===== config.mk =====
export PLATFORM = sky130hd
export DESIGN_NAME = go_back_n_arq_controller_top
export DESIGN_NICKNAME = d
export VERILOG_FILES = /design/src/rtl/arq_pkg.sv /design/src/rtl/arq_win_unit.sv /design/src/rtl/arq_ctrl.sv /design/src/rtl/arq_out_reg.sv /design/src/rtl/go_back_n_arq_controller_top.sv
export VERILOG_INCLUDE_DIRS = /design/src /design/src/rtl
export SDC_FILE = /design/constraint.sdc
export NUM_CORES = 1
export LEC_CHECK = 0
export ABC_AREA = 1
export BUFFER_PORTS_ARGS = -buffer_cell sky130_fd_sc_hd__buf_2
export CAP_MARGIN = 20
export CORE_MARGIN = 2
export CORE_UTILIZATION = 40
export DETAILED_ROUTE_END_ITERATION = 10
export GPL_ROUTABILITY_DRIVEN = 1
export PLACE_DENSITY = 0.68
export SLEW_MARGIN = 15
export SYNTH_ARGS = -nofsm -noshare
export SYNTH_HDL_FRONTEND = slang
export SYNTH_HIERARCHICAL = 1
export SYNTH_SLANG_ARGS = --single-unit

===== constraint.sdc =====
create_clock -name i_clk -period 3.8 [get_ports i_clk]
set_input_delay 0.19 -clock i_clk [delete_from_list [all_inputs] [get_ports i_clk]]
set_output_delay 0.19 -clock i_clk [all_outputs]
set_load 0.02 [all_outputs]

===== src/rtl/assert_macros.svh =====
// Assertion helpers for the ARQ controller
`ifndef ASSERT_MACROS_SVH
`define ASSERT_MACROS_SVH

`ifndef SYNTHESIS
`define ARQ_ASSERT(lbl, clk, rst_n, prop) \
    lbl: assert property (@(posedge clk) disable iff (!rst_n) (prop)) \
        else $error("assertion failed");
`define ARQ_ASSERT_NEXT(lbl, clk, rst_n, ante, cons) \
    lbl: assert property (@(posedge clk) disable iff (!rst_n) (ante) |=> (cons)) \
        else $error("assertion failed");
`else
`define ARQ_ASSERT(lbl, clk, rst_n, prop)
`define ARQ_ASSERT_NEXT(lbl, clk, rst_n, ante, cons)
`endif

`endif


===== src/rtl/arq_pkg.sv =====
package arq_pkg;

    localparam int SEQ_BITS     = 3;
    localparam int WINDOW_SLOTS = 4;
    localparam int SLOT_BITS    = (WINDOW_SLOTS > 1) ? $clog2(WINDOW_SLOTS) : 1;
    localparam int CNT_BITS     = $clog2(WINDOW_SLOTS + 1);
    localparam int MODE_BITS    = 3;
    localparam int ACT_BITS     = 3;

    localparam logic KIND_DATA = 1'b0;

    typedef enum logic [MODE_BITS-1:0] {
        MODE_PKT_READY    = 3'd0,
        MODE_LINK_READY   = 3'd1,
        MODE_FRAME_RX     = 3'd2,
        MODE_ACK_TIMEOUT  = 3'd3,
        MODE_DATA_TIMEOUT = 3'd4
    } t_mode;

    typedef enum logic [ACT_BITS-1:0] {
        ACT_STATUS    = 3'd0,
        ACT_SEND_DATA = 3'd1,
        ACT_SEND_ACK  = 3'd2,
        ACT_DELIVER   = 3'd3,
        ACT_STOP      = 3'd4
    } t_action;

    typedef enum logic [2:0] {
        S_IDLE,
        S_SEND,
        S_ACK,
        S_DELIVER,
        S_ACKF,
        S_STATUS
    } t_state;

    typedef struct packed {
        t_action               action;
        logic [SEQ_BITS-1:0]   seq;
        logic [SEQ_BITS-1:0]   ack;
        logic [SLOT_BITS-1:0]  slot;
        logic                  en;
        logic                  last;
    } t_result;

endpackage


===== src/rtl/arq_win_unit.sv =====
module arq_win_unit (
    input  logic [arq_pkg::SEQ_BITS-1:0] i_lo,
    input  logic [arq_pkg::SEQ_BITS-1:0] i_x,
    input  logic [arq_pkg::SEQ_BITS-1:0] i_hi,
    output logic                         o_hit,
    output logic [arq_pkg::SEQ_BITS-1:0] o_lo_inc
);

    always_comb begin
        if (i_lo <= i_hi) begin
            o_hit = (i_lo <= i_x) && (i_x < i_hi);
        end else begin
            o_hit = (i_lo <= i_x) || (i_x < i_hi);
        end
    end

    assign o_lo_inc = i_lo + arq_pkg::SEQ_BITS'(1);

endmodule


===== src/rtl/arq_ctrl.sv =====
`include "assert_macros.svh"

module arq_ctrl (
    input  logic                          i_clk,
    input  logic                          i_rst_n,
    input  logic                          i_valid,
    output logic                          o_ready,
    input  logic [arq_pkg::MODE_BITS-1:0] i_mode,
    input  logic                          i_frame_kind,
    input  logic [arq_pkg::SEQ_BITS-1:0]  i_frame_seq,
    input  logic [arq_pkg::SEQ_BITS-1:0]  i_frame_ack,
    input  logic                          i_frame_good,
    input  logic                          i_out_ready,
    output logic                          o_emit,
    output arq_pkg::t_result              o_res
);

    arq_pkg::t_state r_state, n_state;

    logic [arq_pkg::SEQ_BITS-1:0] r_oldest, n_oldest;
    logic [arq_pkg::SEQ_BITS-1:0] r_next, n_next;
    logic [arq_pkg::SEQ_BITS-1:0] r_exp, n_exp;
    logic [arq_pkg::CNT_BITS-1:0] r_count, n_count;
    logic                         r_link, n_link;
    logic [arq_pkg::SEQ_BITS-1:0] r_seq, n_seq;
    logic [arq_pkg::CNT_BITS-1:0] r_left, n_left;

    logic                         r_kind;
    logic [arq_pkg::SEQ_BITS-1:0] r_fseq;
    logic [arq_pkg::SEQ_BITS-1:0] r_fack;

    logic [arq_pkg::SEQ_BITS-1:0] w_lo;
    logic [arq_pkg::SEQ_BITS-1:0] w_lo_inc;
    logic                         w_hit;
    logic                         w_retire;
    logic                         w_deliver;
    logic                         w_room;
    logic                         w_fire;
    logic [arq_pkg::SEQ_BITS-1:0] w_ack_val;

    always_comb begin
        case (r_state)
            arq_pkg::S_ACK:  w_lo = r_oldest;
            arq_pkg::S_IDLE: w_lo = r_next;
            default:         w_lo = r_seq;
        endcase
    end

    arq_win_unit u_win (
        .i_lo     (w_lo),
        .i_x      (r_fack),
        .i_hi     (r_next),
        .o_hit    (w_hit),
        .o_lo_inc (w_lo_inc)
    );

    assign w_retire  = (r_count != '0) && w_hit;
    assign w_deliver = (r_kind == arq_pkg::KIND_DATA) && (r_fseq == r_exp);
    assign w_room    = r_count < arq_pkg::CNT_BITS'(arq_pkg::WINDOW_SLOTS);
    assign w_fire    = o_emit && i_out_ready;
    assign w_ack_val = r_exp - arq_pkg::SEQ_BITS'(1);

    // next state
    always_comb begin
        n_state = r_state;
        case (r_state)
            arq_pkg::S_IDLE: begin
                if (i_valid) begin
                    case (i_mode)
                        arq_pkg::MODE_PKT_READY:    n_state = arq_pkg::S_SEND;
                        arq_pkg::MODE_DATA_TIMEOUT: n_state = arq_pkg::S_SEND;
                        arq_pkg::MODE_FRAME_RX: begin
                            n_state = i_frame_good ? arq_pkg::S_ACK : arq_pkg::S_STATUS;
                        end
                        arq_pkg::MODE_ACK_TIMEOUT:  n_state = arq_pkg::S_ACKF;
                        default:                    n_state = arq_pkg::S_STATUS;
                    endcase
                end
            end
            arq_pkg::S_SEND: begin
                if (r_left == '0) begin
                    n_state = arq_pkg::S_STATUS;
                end
            end
            arq_pkg::S_ACK: begin
                if (!w_retire) begin
                    n_state = w_deliver ? arq_pkg::S_DELIVER : arq_pkg::S_STATUS;
                end
            end
            arq_pkg::S_DELIVER: begin
                if (w_fire) begin
                    n_state = arq_pkg::S_STATUS;
                end
            end
            arq_pkg::S_ACKF: begin
                if (w_fire) begin
                    n_state = arq_pkg::S_STATUS;
                end
            end
            arq_pkg::S_STATUS: begin
                if (w_fire) begin
                    n_state = arq_pkg::S_IDLE;
                end
            end
            default: n_state = arq_pkg::S_IDLE;
        endcase
    end

    // outputs
    always_comb begin
        o_ready = 1'b0;
        o_emit  = 1'b0;
        o_res   = '0;
        case (r_state)
            arq_pkg::S_IDLE: o_ready = 1'b1;
            arq_pkg::S_SEND: begin
                if (r_left != '0) begin
                    o_emit        = 1'b1;
                    o_res.action  = arq_pkg::ACT_SEND_DATA;
                    o_res.seq     = r_seq;
                    o_res.ack     = w_ack_val;
                    o_res.slot    = arq_pkg::SLOT_BITS'(r_seq % arq_pkg::WINDOW_SLOTS);
                end
            end
            arq_pkg::S_ACK: begin
                if (w_retire) begin
                    o_emit       = 1'b1;
                    o_res.action = arq_pkg::ACT_STOP;
                    o_res.seq    = r_oldest;
                end
            end
            arq_pkg::S_DELIVER: begin
                o_emit       = 1'b1;
                o_res.action = arq_pkg::ACT_DELIVER;
                o_res.seq    = r_fseq;
            end
            arq_pkg::S_ACKF: begin
                o_emit       = 1'b1;
                o_res.action = arq_pkg::ACT_SEND_ACK;
                o_res.ack    = w_ack_val;
            end
            arq_pkg::S_STATUS: begin
                o_emit       = 1'b1;
                o_res.action = arq_pkg::ACT_STATUS;
                o_res.en     = w_room && r_link;
                o_res.last   = 1'b1;
            end
            default: o_emit = 1'b0;
        endcase
    end

    // window and receive pointers
    always_comb begin
        n_oldest = r_oldest;
        n_next   = r_next;
        n_exp    = r_exp;
        n_count  = r_count;
        n_link   = r_link;
        n_seq    = r_seq;
        n_left   = r_left;
        case (r_state)
            arq_pkg::S_IDLE: begin
                if (i_valid) begin
                    case (i_mode)
                        arq_pkg::MODE_PKT_READY: begin
                            n_seq = r_next;
                            if (w_room) begin
                                n_left  = arq_pkg::CNT_BITS'(1);
                                n_count = r_count + arq_pkg::CNT_BITS'(1);
                                n_next  = w_lo_inc;
                            end else begin
                                n_left = '0;
                            end
                        end
                        arq_pkg::MODE_DATA_TIMEOUT: begin
                            n_seq  = r_oldest;
                            n_left = r_count;
                        end
                        arq_pkg::MODE_LINK_READY: n_link = 1'b1;
                        default: n_left = r_left;
                    endcase
                end
            end
            arq_pkg::S_SEND: begin
                if (w_fire) begin
                    n_seq  = w_lo_inc;
                    n_left = r_left - arq_pkg::CNT_BITS'(1);
                    n_link = 1'b0;
                end
            end
            arq_pkg::S_ACK: begin
                if (w_fire) begin
                    n_count  = r_count - arq_pkg::CNT_BITS'(1);
                    n_oldest = w_lo_inc;
                end
            end
            arq_pkg::S_DELIVER: begin
                if (w_fire) begin
                    n_exp = r_exp + arq_pkg::SEQ_BITS'(1);
                end
            end
            arq_pkg::S_ACKF: begin
                if (w_fire) begin
                    n_link = 1'b0;
                end
            end
            default: n_link = r_link;
        endcase
    end

    always_ff @(posedge i_clk) begin
        if (!i_rst_n) begin
            r_state  <= arq_pkg::S_IDLE;
            r_oldest <= '0;
            r_next   <= '0;
            r_exp    <= '0;
            r_count  <= '0;
            r_link   <= 1'b0;
            r_seq    <= '0;
            r_left   <= '0;
        end else begin
            r_state  <= n_state;
            r_oldest <= n_oldest;
            r_next   <= n_next;
            r_exp    <= n_exp;
            r_count  <= n_count;
            r_link   <= n_link;
            r_seq    <= n_seq;
            r_left   <= n_left;
        end
    end

    // hold the received frame fields for the whole transaction
    always_ff @(posedge i_clk) begin
        if (o_ready && i_valid) begin
            r_kind <= i_frame_kind;
            r_fseq <= i_frame_seq;
            r_fack <= i_frame_ack;
        end
    end

    `ARQ_ASSERT(a_count_bound, i_clk, i_rst_n, r_count <= arq_pkg::CNT_BITS'(arq_pkg::WINDOW_SLOTS))
    `ARQ_ASSERT(a_count_span, i_clk, i_rst_n, arq_pkg::SEQ_BITS'(r_next - r_oldest) == arq_pkg::SEQ_BITS'(r_count))
    `ARQ_ASSERT(a_stop_nonempty, i_clk, i_rst_n, !(o_emit && o_res.action == arq_pkg::ACT_STOP) || r_count != '0)
    `ARQ_ASSERT_NEXT(a_status_ends, i_clk, i_rst_n, w_fire && r_state == arq_pkg::S_STATUS, r_state == arq_pkg::S_IDLE)

endmodule


===== src/rtl/arq_out_reg.sv =====
module arq_out_reg (
    input  logic             i_clk,
    input  logic             i_rst_n,
    input  logic             i_load,
    input  arq_pkg::t_result i_res,
    output logic             o_can_load,
    output logic             o_valid,
    input  logic             i_ready,
    output arq_pkg::t_result o_res
);

    logic             r_valid;
    arq_pkg::t_result r_res;

    assign o_can_load = !r_valid || i_ready;
    assign o_valid    = r_valid;
    assign o_res      = r_res;

    always_ff @(posedge i_clk) begin
        if (!i_rst_n) begin
            r_valid <= 1'b0;
        end else if (o_can_load) begin
            r_valid <= i_load;
        end
    end

    always_ff @(posedge i_clk) begin
        if (i_load && o_can_load) begin
            r_res <= i_res;
        end
    end

endmodule


===== src/rtl/go_back_n_arq_controller_top.sv =====
// Go-Back-N ARQ sequence controller with piggybacked acknowledgements.
// Input channel (i_valid/o_ready) carries one link event per transaction:
// packet ready, link ready, frame received (kind, seq, ack, check result),
// ack timeout or data timeout. Output channel (o_valid/i_ready) returns a run
// of action items - send data, send ack, stop timer, deliver - closed by one
// status item with o_last high that carries the network-layer enable.
// One event is handled at a time; o_ready is high only between events.
// A small sequencer drives one shared window-compare/increment unit, giving
// one action item per cycle while the output is not stalled: retiring acks
// and resends walk the window one frame a cycle. An event is accepted in
// idle; the sequencer then emits its action items and the status item, with
// an extra step that closes the walk on packet-ready, data-timeout and good
// frame-received events. Items pass through a single output register, so a
// stalled receiver (i_ready low) simply holds the sequencer; nothing is
// dropped.
// Reset (i_rst_n low, synchronous) clears all window pointers, the buffered
// count and the link-ready flag, and empties the output register.
module go_back_n_arq_controller_top (
    input  logic                          i_clk,
    input  logic                          i_rst_n,
    input  logic                          i_valid,
    output logic                          o_ready,
    input  logic [arq_pkg::MODE_BITS-1:0] i_mode,
    input  logic                          i_frame_kind,
    input  logic [arq_pkg::SEQ_BITS-1:0]  i_frame_seq,
    input  logic [arq_pkg::SEQ_BITS-1:0]  i_frame_ack,
    input  logic                          i_frame_good,
    output logic                          o_valid,
    input  logic                          i_ready,
    output logic [arq_pkg::ACT_BITS-1:0]  o_action,
    output logic [arq_pkg::SEQ_BITS-1:0]  o_seq_out,
    output logic [arq_pkg::SEQ_BITS-1:0]  o_ack_out,
    output logic [arq_pkg::SLOT_BITS-1:0] o_buffer_slot,
    output logic                          o_network_enable,
    output logic                          o_last
);

    logic             w_emit;
    logic             w_can_load;
    arq_pkg::t_result w_res;
    arq_pkg::t_result w_out;

    arq_ctrl u_ctrl (
        .i_clk        (i_clk),
        .i_rst_n      (i_rst_n),
        .i_valid      (i_valid),
        .o_ready      (o_ready),
        .i_mode       (i_mode),
        .i_frame_kind (i_frame_kind),
        .i_frame_seq  (i_frame_seq),
        .i_frame_ack  (i_frame_ack),
        .i_frame_good (i_frame_good),
        .i_out_ready  (w_can_load),
        .o_emit       (w_emit),
        .o_res        (w_res)
    );

    arq_out_reg u_out (
        .i_clk      (i_clk),
        .i_rst_n    (i_rst_n),
        .i_load     (w_emit),
        .i_res      (w_res),
        .o_can_load (w_can_load),
        .o_valid    (o_valid),
        .i_ready    (i_ready),
        .o_res      (w_out)
    );

    assign o_action         = w_out.action;
    assign o_seq_out        = w_out.seq;
    assign o_ack_out        = w_out.ack;
    assign o_buffer_slot    = w_out.slot;
    assign o_network_enable = w_out.en;
    assign o_last           = w_out.last;

endmodule


==> results of run 1 <==
[power by group through the flow]
stage / clock (µW) / combinational (µW) / sequential [µW]
finish: 336 / 913 / 716
global placement: 0 / 895 / 723
detailed placement: 0 / 906 / 729
global route: 368 / 1030 / 735
CTS: 349 / 912 / 718
floorplan: 0 / 629 / 796
[sequential cells by signal, indices dropped and copies added (netlist names)]
register and cells:
u_ctrl/r_count 3, u_ctrl/r_exp 3, u_ctrl/r_fack 3, u_ctrl/r_fseq 3, u_ctrl/r_kind 1, u_ctrl/r_left 3
u_ctrl/r_link 1, u_ctrl/r_next 3, u_ctrl/r_oldest 3, u_ctrl/r_seq 3, u_ctrl/r_state 3, u_out/o_res 13
u_out/o_valid 1
[worst max-delay path by stage]
stage | startpoint | to | slack (ns) | depth (start not counted)
global route | u_ctrl/r_state[0]$_SDFFE_PN0P_ | u_out/o_res[2]$_DFFE_PP_ | 0.45 | 15
global placement | u_ctrl/r_state[0]$_SDFFE_PN0P_ | u_out/o_res[1]$_DFFE_PP_ | 0.86 | 15
finish | u_ctrl/r_state[0]$_SDFFE_PN0P_ | u_out/o_res[0]$_DFFE_PP_ | 0.69 | 15
floorplan | u_ctrl/r_state[2]$_SDFFE_PN0P_ | u_out/o_res[0]$_DFFE_PP_ | 0.64 | 16
detailed placement | u_ctrl/r_state[0]$_SDFFE_PN0P_ | u_out/o_res[1]$_DFFE_PP_ | 0.74 | 15
CTS | u_ctrl/r_state[0]$_SDFFE_PN0P_ | u_out/o_res[1]$_DFFE_PP_ | 0.72 | 15
[through the flow]
step	hold slack (ns)	total power (µW)	instance area (µm²)
detailed placement	0.369	1640	2740
global route	0.0651	2130	2850
CTS	0.0665	1980	2850
global placement	0.370	1620	2740
floorplan	0.289	1420	2530
finish	0.0723	1970	2850
[routing by layer]
metal | GRT usage, % | share of wire [%]
met5 | 0 | 0
met4 | 4.55 | 1.5
met3 | 3.46 | 5.3
met2 | 28.1 | 47
met1 | 22.8 | 46
[cell type report]
cell class                 instances  area [µm²]
clock buffer                       6        72.6
timing repair buffer              30         153
fill                             589        3180
clock inverter                     1        30.0
tap                               75        93.8
multi-input combinational        214        1230
inverter                          54         203
sequential                        43        1060
[synthesized netlist by cell type, types with 3 or more instances]
master / n / share of area [%]
xor2_1: 3 / 1.0
nand2_1: 57 / 8.5
nand2_2: 6 / 1.5
ha_1: 13 / 6.4
a21oi_2: 3 / 1.0
inv_2: 8 / 1.2
nand2_4: 3 / 1.3
xnor2_1: 3 / 1.0
edfxtp_1: 20 / 24
o21ai_0: 22 / 4.4
nor3_1: 4 / 0.79
dfxtp_1: 23 / 18
o221ai_1: 4 / 1.4
inv_1: 46 / 6.8
nor2_2: 5 / 1.2
nand3_1: 20 / 4.0
nor2_1: 35 / 5.2
a21oi_1: 19 / 3.8
[cell families after synthesis]
| kind of cell | count (synthesis) |
|---|---|
| fa+ha+maj | 14 |
| simple gates | 139 |
| xor+xnor | 6 |
| buf+inv | 58 |
| compound gates | 55 |
| flops | 43 |
[cell usage in the layout (no fill, tap or decap), types with 2 or more instances in the layout]
cell       n
buf_2     29
nand3_4    2
nor2_2     5
edfxtp_1  20
nand2_2    6
inv_2      8
o21ai_0   22
o221ai_1   4
a21oi_2    3
nand2_4    3
inv_1     46
xnor2_1    3
nand2_1   57
a21oi_1   19
dfxtp_1   23
o22ai_1    2
nand3_1   20
nor3_1     4
ha_1      13
clkbuf_8   5
a31oi_1    2
nand3_2    2
nand4_1    2
xor2_1     3
nor2_1    35
==> metrics.md, run 1 <==
| Metric | Value |
|---|---|
| Sequential share of power | `36.5%` |
| Starting DRT DRC Count | `225` |
| Sink Count | `between 40 and 50` |
| Routed wire length | `5490 µm` |
| Worst min-delay path startpoint | `i_frame_kind` |
| Asr flop ratio synth | `0%` |
| Post-synth EDFFs | `20` |
| CTS Hold Bufs | `0` |
| Die Span Y | `around 83 µm` |
| Post-route ant nets | `0` |
| Fin crit period | `3.11 ns` |
| Detailed placer's ending HPWL | `4290 µm` |
| Remaining Overflow, GRT | `0` |
| Core Util, Final | `47.2%` |
| Number of I/O pins | `30` |
| CTS tree | `done` |
| Worst-path clk slew | `around 0.080 ns` |
| Simple-gate portion of the synthesized area | `27.2%` |
| Vias per std cell | `approximately 5.1` |
| CP cell instances | `nor2_2, nand2_4, nand2_2, o221ai_1, ha_1, a21oi_2, nand2_1, nand2_1, nand3_1, nand2_1, nand3_4, nand3_4, inv_1, a21oi_1, buf_4` |
| Clk pwr share | `between 15 and 20%` |
| # port buffers | `29` |
| Power per Cell Area | `between 600 and 700 nW/µm²` |
| Status | `finished, final reports clean` |
| Ant diodes | `0` |
| P_int | `1130 µW` |
| NetSw | `832 µW` |
| Initial antenna violation count | `0` |
| Slew Viols, Final | `0` |
| Crit end category | `flop` |
| Final std cells w/o fill | `423` |
| Worst Path Max Fanout | `13` |
| Worst-case reg-to-reg path depth | `15` |
| Placed cell count | `416` |
| Sw Share | `42.3%` |
| R2r endpoint | `u_out/o_res[0]$_DFFE_PP_` |
| CP peak stage delay | `0.66 ns` |
| CP most frequent cell | `nand2_1` |
| Mapped Nets | `344` |
| TritonCTS buffer count | `5` |
| Synth Area in Adders | `7.23%` |
| Vias | `roughly 2,100` |
| Syn avg cell area | `8.02 µm²` |
| Worst min path class | `input pin to flop` |
| CTS Root Cell | `clkbuf_8` |
| Final TNS setup | `0 ns` |
| Mux share of post-synthesis cell area | `0%` |
| Compound-cell area share of the yosys netlist | `around an eighth` |
| Worst clock skew | `about 0.0048 ns` |
| Combinational fraction of design power | `between 40% and 50%` |
| Area Overhead vs Synth | `12.6%` |
| Nets@finish | `377` |
| Total track usage | `~17%` |
| GPL Wtd Cong | `0.897` |
| Syn Std Cell Area | `between 2000 and 3000 µm²` |
| Placeable Area | `6030 µm²` |
| Row count | `28` |
| Maximum number of pins on one net before global-route repair | `20` |
| Most used DFF post-synth | `dfxtp_1` |
| Critical path arrival | `3.10 ns` |
| Setup violations, final | `0` |
| Die W | `about 83 µm` |
| Share of layout cells above drive strength 1 | `19.5%` |
| Post-synthesis xor/xnor area fraction | `around 2.1%` |
| Max Cap Viol | `0` |
| Post-placement worst setup slack | `0.744 ns` |
| Die area | `about 7000 µm²` |
| Hold path endpoint | `u_ctrl/r_kind$_DFFE_PP_` |
| WL/cell | `13.0 µm` |
| RSZ-0062 raised after global routing | `false` |
| Max-Slew Margin vs Limit | `64.9%` |
| Worst VDD drop | `~340 µV` |
| Worst Setup Start Kind | `flop` |
| Seq/Total Area, Yosys | `42.0%` |
| # DRC | `0` |
| Min-Delay Path Depth | `1` |
| FMAX | `321 MHz` |
| Top delay family on crit path | `simple AND/OR/NAND/NOR gates` |
| Initial core utilization | `41.9%` |
| Vias in the first global route | `2,014` |
| CP max-delay cell | `dfxtp_1` |
| Hold violation count in the final report | `0` |
| Max Root-Sink Buffers | `2` |
| Yosys cell types | `34` |
| Postcts setup bufs | `0` |
| Final worst-path cycle share | `81.9%` |
| Critical R2R Launch | `u_ctrl/r_state[0]$_SDFFE_PN0P_` |
| H-Tree Depth | `2` |
| Worst path bufs/invs | `2` |
| Post-Syn Instances | `between 300 and 400` |
| Leakage | `about 0.0013 µW` |
| First-pass detailed-route iteration total | `4` |
| Critical path required time | `3.79 ns` |
| First-pass GRT wire length | `9650 µm` |
| Main combinational cell family by area after synthesis | `simple AND/OR/NAND/NOR gates` |
| Worst slew pin tran | `0.526 ns` |
| Yosys reg bits | `43` |
| Worst R2R Setup Slack | `just under 0.7 ns` |
| Worst skew pair latency | `0.29 ns` |
| Final Worst Setup Slack | `0.687 ns` |
| Worst Path Class, Setup | `flop to flop` |
| Synthesis Warnings | `6` |
| # resized after CTS | `0` |
Note: power is estimated with default switching activity, not from simulation.
==> inputs of run 2 (changes only) <==
Clock period 3.8 ns to 2.9 ns, I/O delays scaled along.
==> run 2 against run 1 <==
Setup slack worse by 0.51 ns. Largest cell class unchanged. Fmax up 14%. Clock-buffer cell count down 1.
==> metrics.md, run 2 (synthesis gave the netlist of run 1 again) <==
| Metric | Value |
|---|---|
| Worst Path Max Fanout | `13 (unchanged)` |
| Vias per std cell | `5.04 (-0.47%)` |
| Worst clock skew | `0.00628 ns (+0.00146 ns)` |
| Share of layout cells above drive strength 1 | `22.4% (+2.9 points)` |
| CTS Hold Bufs | `0 (unchanged)` |
| Area Overhead vs Synth | `14.9%` |
| Slew Viols, Final | `0 (unchanged)` |
| R2r endpoint | `u_out/o_res[11]$_DFFE_PP_` |
| H-Tree Depth | `2 (unchanged)` |
| # DRC | `0 (unchanged)` |
| Crit end category | `flop` |
| Vias in the first global route | `2,061 (+2.3%)` |
| Worst-case reg-to-reg path depth | `17 (+2)` |
| Die Span Y | `83.5 µm (unchanged)` |
| Worst skew pair latency | `0.30 ns (about the same)` |
| GPL Wtd Cong | `0.895 (-0.22%)` |
| Initial antenna violation count | `0 (unchanged)` |
| FMAX | `367 MHz (+14%)` |
| Detailed placer's ending HPWL | `4320 µm (+0.63%)` |
| Vias | `2,151 (+0.47%)` |
| Postcts setup bufs | `0 (unchanged)` |
| Layout fillers | `578 (-1.9%)` |
| TritonCTS buffer count | `5 (unchanged)` |
| Worst R2R Setup Slack | `0.18 ns (-0.51 ns)` |
| Critical R2R Launch | `u_ctrl/r_state[2]$_SDFFE_PN0P_` |
| Fin crit period | `2.72 ns (-0.389 ns)` |
| Maximum number of pins on one net before global-route repair | `20 (unchanged)` |
| Max Root-Sink Buffers | `2 (unchanged)` |
| Critical path required time | `2.90 ns (-0.89 ns)` |
| First-pass detailed-route iteration total | `4 (unchanged)` |
| CTS Root Cell | `clkbuf_8` |
| Placed cell count | `419 (+0.72%)` |
| Power Total | `2640 µW (+34%)` |
| Critical path launch point | `u_ctrl/r_state[2]$_SDFFE_PN0P_` |
| Most common cell after layout, fill and taps aside | `nand2_1` |
| Worst slew pin tran | `0.509 ns (-0.0170 ns)` |
| Max Cap Viol | `0 (unchanged)` |
| Worst Setup Start Kind | `flop` |
| Worst-path clk slew | `0.08 ns (about the same)` |
| Final Hold Slack | `0.0238 ns (-0.0484 ns)` |
| Power per Cell Area | `910 nW/µm² (+32%)` |
| Row count | `28 (unchanged)` |
| Sink Count | `43 (unchanged)` |
| Die area | `6970 µm² (unchanged)` |
| Worst setup path endpoint | `u_out/o_res[11]$_DFFE_PP_` |
| Placeable Area | `6030 µm² (unchanged)` |
| Max-Slew Margin vs Limit | `66.0% (+1.1 points)` |
| Post-route ant nets | `0 (unchanged)` |
| Number of I/O pins | `30 (unchanged)` |
| Commonest cells after routing, fill and taps aside | `nand2_1 (57), inv_1 (45), nor2_1 (35)` |
| Status | `finished, final reports clean` |
| # port buffers | `29 (unchanged)` |
| Final std cells w/o fill | `427 (+0.95%)` |
| First-pass GRT wire length | `9210 µm (-4.5%)` |
| Die W | `83.5 µm (unchanged)` |
| Hold violation count in the final report | `0 (unchanged)` |
| Final TNS setup | `0 ns (unchanged)` |
| Nets@finish | `380 (+0.80%)` |
| Final worst-path cycle share | `93.9% (+12 points)` |
| Routed wire length | `5560 µm (+1.2%)` |
| Initial core utilization | `41.9% (unchanged)` |
| RSZ-0062 raised after global routing | `false` |
| CTS tree | `done` |
| Remaining Overflow, GRT | `0 (unchanged)` |
| Worst Path Class, Setup | `flop to flop` |
| Worst VDD drop | `435 µV (+28%)` |
| Max reg flops | `13 (unchanged)` |
| Min-Delay Path Depth | `1 (unchanged)` |
| Critical path arrival | `2.72 ns (-0.38 ns)` |
| Total track usage | `16.2% (-0.84 points)` |
| Setup violations, final | `0 (unchanged)` |
| Ant diodes | `0 (unchanged)` |
| Leakage | `0.00132 µW (+1.9%)` |
| Worst min path class | `input pin to flop` |
| Starting DRT DRC Count | `80 (-64%)` |
| WL/cell | `13.0 µm (+0.25%)` |
## run 2: changes by cell type in the layout (fill, tap and decap cells not counted), sizes merged
cell / delta
buf: +3
clkinv: +2
clkbuf: -1
## run 2: report_power, final
| group | switching, µW | internal (µW) | leakage [µW] |
|---|---|---|---|
| Combinational | 851 | 409 | 0.000880 |
| Sequential | 80.7 | 848 | 0.000380 |
| Clock | 202 | 252 | 0.0000556 |
## run 2: worst min path at each step
stage,startpoint,end
CTS,i_frame_ack[1],u_ctrl/r_fack[1]$_DFFE_PP_
global route,i_frame_kind,u_ctrl/r_kind$_DFFE_PP_
floorplan,i_frame_ack[0],u_ctrl/r_fack[0]$_DFFE_PP_
global placement,i_frame_kind,u_ctrl/r_kind$_DFFE_PP_
detailed placement,i_frame_ack[1],u_ctrl/r_fack[1]$_DFFE_PP_
finish,i_frame_seq[1],u_ctrl/r_fseq[1]$_DFFE_PP_
## run 2: cell type report
type                       instances  area, µm²  share of cell area, %
tap                               75       93.8                   3.23
multi-input combinational        214       1260                   43.4
clock buffer                       5       68.8                   2.37
inverter                          54        203                   6.98
sequential                        43       1060                   36.6
timing repair buffer              33        175                   6.03
clock inverter                     3       38.8                   1.34
## run 2: timing repair
item,4_1_cts,5_1_grt
hold endpoints to repair,0,0
resized for setup,0,7
endpoints found under the setup margin,0,24
## run 2: per-stage QoR
stage                     cell area (µm²)  setup WS [ns]  utilization [%]
after floorplan                      2530         0.0224                -
after global placement               2770          0.171             46.0
after detailed placement             2770         0.0464             46.0
after CTS                            2880         0.0249             47.8
after global routing                 2900         0.0312             48.2
final                                2900          0.176             48.2
## run 2: worst max-delay path: stages, from the launching register on
cell and delay [ns]:
dfxtp_1 0.34, inv_2 0.08, nand2_4 0.10, nor2_8 0.04, inv_2 0.11, nand2_2 0.10, o221ai_2 0.23, ha_1 0.32
a21oi_2 0.15, nand2_1 0.07, nand2_1 0.06, nand3_1 0.06, nand2_1 0.15, nand3_4 0.11, nand3_4 0.11, inv_1 0.08
a21oi_2 0.10, buf_4 0.21
## run 2: layer usage
layer / part of all wire, % / track usage [%] / vias up
li1: - / - / 1101
met1: 46 / 20.4 / 970
met2: 46 / 27.1 / 68
met3: 5.8 / 3.76 / 12
met4: 1.8 / 5.87 / 0
met5: 0 / 0 / -
==> inputs of run 3 (changes only) <==
Settings changed: MAX_ROUTING_LAYER set to met4.
==> run 3 against run 2 <==
Hold slack worse by 0.0013 ns. Sequential power hardly changed. Routed wire length is 0.29% higher. Non-clock buffer count stayed put. Register-to-register slack hardly changed. Clock-buffer cell count stayed put. Largest cell class unchanged. Highest routed layer unchanged.
==> metrics.md, run 3 (synthesis gave the netlist of run 1 again) <==
| Metric | Value |
|---|---|
| Register area | `1060 µm² (unchanged)` |
| Nets@finish | `380 (unchanged)` |
| First-pass detailed-route iteration total | `4 (unchanged)` |
| Max Root-Sink Buffers | `2 (unchanged)` |
| Fin crit period | `2.72 ns (+0.000365 ns)` |
| Most common cell after layout, fill and taps aside | `nand2_1` |
| Initial core utilization | `41.9% (unchanged)` |
| Worst min path class | `input pin to flop` |
| Routed wire length | `5570 µm (+0.29%)` |
| Critical path arrival | `2.72 ns (about the same)` |
| RSZ-0062 raised after global routing | `false` |
| Starting DRT DRC Count | `67 (-16%)` |
| # port buffers | `29 (unchanged)` |
| Power per Cell Area | `910 nW/µm² (about the same)` |
| Final std cells w/o fill | `427 (unchanged)` |
| # resized after CTS | `0 (unchanged)` |
| Final worst-path cycle share | `93.9% (about the same)` |
| GPL Wtd Cong | `0.911 (+1.7%)` |
| P_int | `1510 µW (about the same)` |
| Layout fillers | `578 (unchanged)` |
| Worst VDD drop | `435 µV (about the same)` |
| Die W | `83.5 µm (unchanged)` |
| Multi-input gate area | `1260 µm² (unchanged)` |
| FMAX | `367 MHz (about the same)` |
| First-pass GRT wire length | `9200 µm (-0.15%)` |
| Sw Share | `42.9% (about the same)` |
| Power Total | `2640 µW (about the same)` |
| Setup violations, final | `0 (unchanged)` |
| Ant diodes | `0 (unchanged)` |
| NetSw | `1130 µW (about the same)` |
| Commonest cells after routing, fill and taps aside | `nand2_1 (57), inv_1 (45), nor2_1 (35)` |
| Crit end category | `flop` |
| Final TNS setup | `0 ns (unchanged)` |
| Critical path required time | `2.90 ns (about the same)` |
| Area Overhead vs Synth | `14.9% (unchanged)` |
| Max Cap Viol | `0 (unchanged)` |
| Worst Path Class, Setup | `flop to flop` |
| CTS Root Cell | `clkbuf_8` |
| Status | `finished, final reports clean` |
| CTS Hold Bufs | `0 (unchanged)` |
| Die Span Y | `83.5 µm (unchanged)` |
| TritonCTS buffer count | `5 (unchanged)` |
| Worst Setup Start Kind | `flop` |
| Number of I/O pins | `30 (unchanged)` |
| Leakage | `0.00132 µW (unchanged)` |
| H-Tree Depth | `2 (unchanged)` |
| Core Util, Final | `48.2% (unchanged)` |
| Worst-path clk slew | `0.08 ns (about the same)` |
| Postcts setup bufs | `0 (unchanged)` |
| Worst slew pin tran | `0.491 ns (-0.0180 ns)` |
| Worst clock skew | `0.00695 ns (+0.000668 ns)` |
| WL/cell | `13.1 µm (+0.29%)` |
| Sink Count | `43 (unchanged)` |
| Worst skew pair latency | `0.30 ns (about the same)` |
| CTS tree | `done` |
| Share of layout cells above drive strength 1 | `22.4% (unchanged)` |
| Clk pwr share | `17.2% (about the same)` |
| Max reg flops | `13 (unchanged)` |
| Maximum number of pins on one net before global-route repair | `20 (unchanged)` |
| Placed cell count | `419 (unchanged)` |
| Initial antenna violation count | `0 (unchanged)` |
| Vias | `2,137 (-0.65%)` |
| Worst Path Max Fanout | `13 (unchanged)` |
| Die area | `6970 µm² (unchanged)` |
| Sequential share of power | `35.1% (about the same)` |
| # DRC | `0 (unchanged)` |
| Row count | `28 (unchanged)` |
| Slew Viols, Final | `0 (unchanged)` |
| Vias per std cell | `5.00 (-0.65%)` |
| Placeable Area | `6030 µm² (unchanged)` |
| Hold violation count in the final report | `0 (unchanged)` |
| Remaining Overflow, GRT | `0 (unchanged)` |
| Post-route ant nets | `0 (unchanged)` |
| Vias in the first global route | `2,063 (+0.097%)` |
| Total track usage | `16.6% (+0.44 points)` |
| Combinational fraction of design power | `47.7% (about the same)` |
| Max-Slew Margin vs Limit | `67.2% (+1.2 points)` |
| Detailed placer's ending HPWL | `4320 µm (unchanged)` |
==> run 3: cell counts in the layout (fill, tap and decap cells not counted) <==
Identical to the previous run, type by type.
==> run 3: cell type report <==
type	count	share of cell area [%]
multi-input combinational	214	43.4
sequential	43	36.6
inverter	54	6.98
timing repair buffer	33	6.03
tap	75	3.23
clock buffer	5	2.37
clock inverter	3	1.34
==> run 3: path summary, 6_finish.rpt <==
path / startpoint / endpoint / slack, ns / depth (start not counted)
setup / recovery: u_ctrl/r_state[2]$_SDFFE_PN0P_ / u_out/o_res[11]$_DFFE_PP_ / 0.18 / 17
hold / removal: i_frame_ack[1] / u_ctrl/r_fack[1]$_DFFE_PP_ / 0.02 / 1
setup reg to reg: u_ctrl/r_state[2]$_SDFFE_PN0P_ / u_out/o_res[11]$_DFFE_PP_ / 0.18 / 17
hold reg to reg: u_ctrl/r_oldest[0]$_SDFFE_PN0P_ / u_ctrl/r_oldest[0]$_SDFFE_PN0P_ / 0.49 / 2
==> run 3: critical path, stage by stage (launching register included) <==
cell and delay, ns:
dfxtp_1 0.34, inv_2 0.08, nand2_4 0.10, nor2_8 0.04, inv_2 0.11, nand2_2 0.10, o221ai_2 0.23, ha_1 0.32
a21oi_2 0.15, nand2_1 0.07, nand2_1 0.06, nand3_1 0.06, nand2_1 0.15, nand3_4 0.11, nand3_4 0.11, inv_1 0.08
a21oi_2 0.10, buf_4 0.21
==> run 3: through the flow <==
| stage | cell area, µm² | worst slack, ns | hold WS, ns |
|---|---|---|---|
| global placement | 2770 | 0.171 | 0.323 |
| finish | 2900 | 0.176 | 0.0226 |
| CTS | 2880 | 0.0249 | 0.0167 |
| detailed placement | 2770 | 0.0464 | 0.324 |
| floorplan | 2530 | 0.0224 | 0.244 |
| global route | 2900 | 0.0312 | 0.00863 |
==> run 3: layer usage <==
metal	GRT usage, %	wire length [µm]	vias to the layer above
met5	-	0	-
met4	5.87	133	0
met3	3.56	284	15
met2	27.1	2560	58
met1	20.5	2600	964
li1	-	-	1100
==> run 3: power by group through the flow <==
stage | Combinational (µW) | Clock (µW) | Sequential (µW)
after floorplan | 828 | 0 | 1040
after global placement | 1220 | 0 | 931
after detailed placement | 1230 | 0 | 940
after CTS | 1230 | 467 | 926
after global routing | 1400 | 491 | 944
final | 1260 | 455 | 928
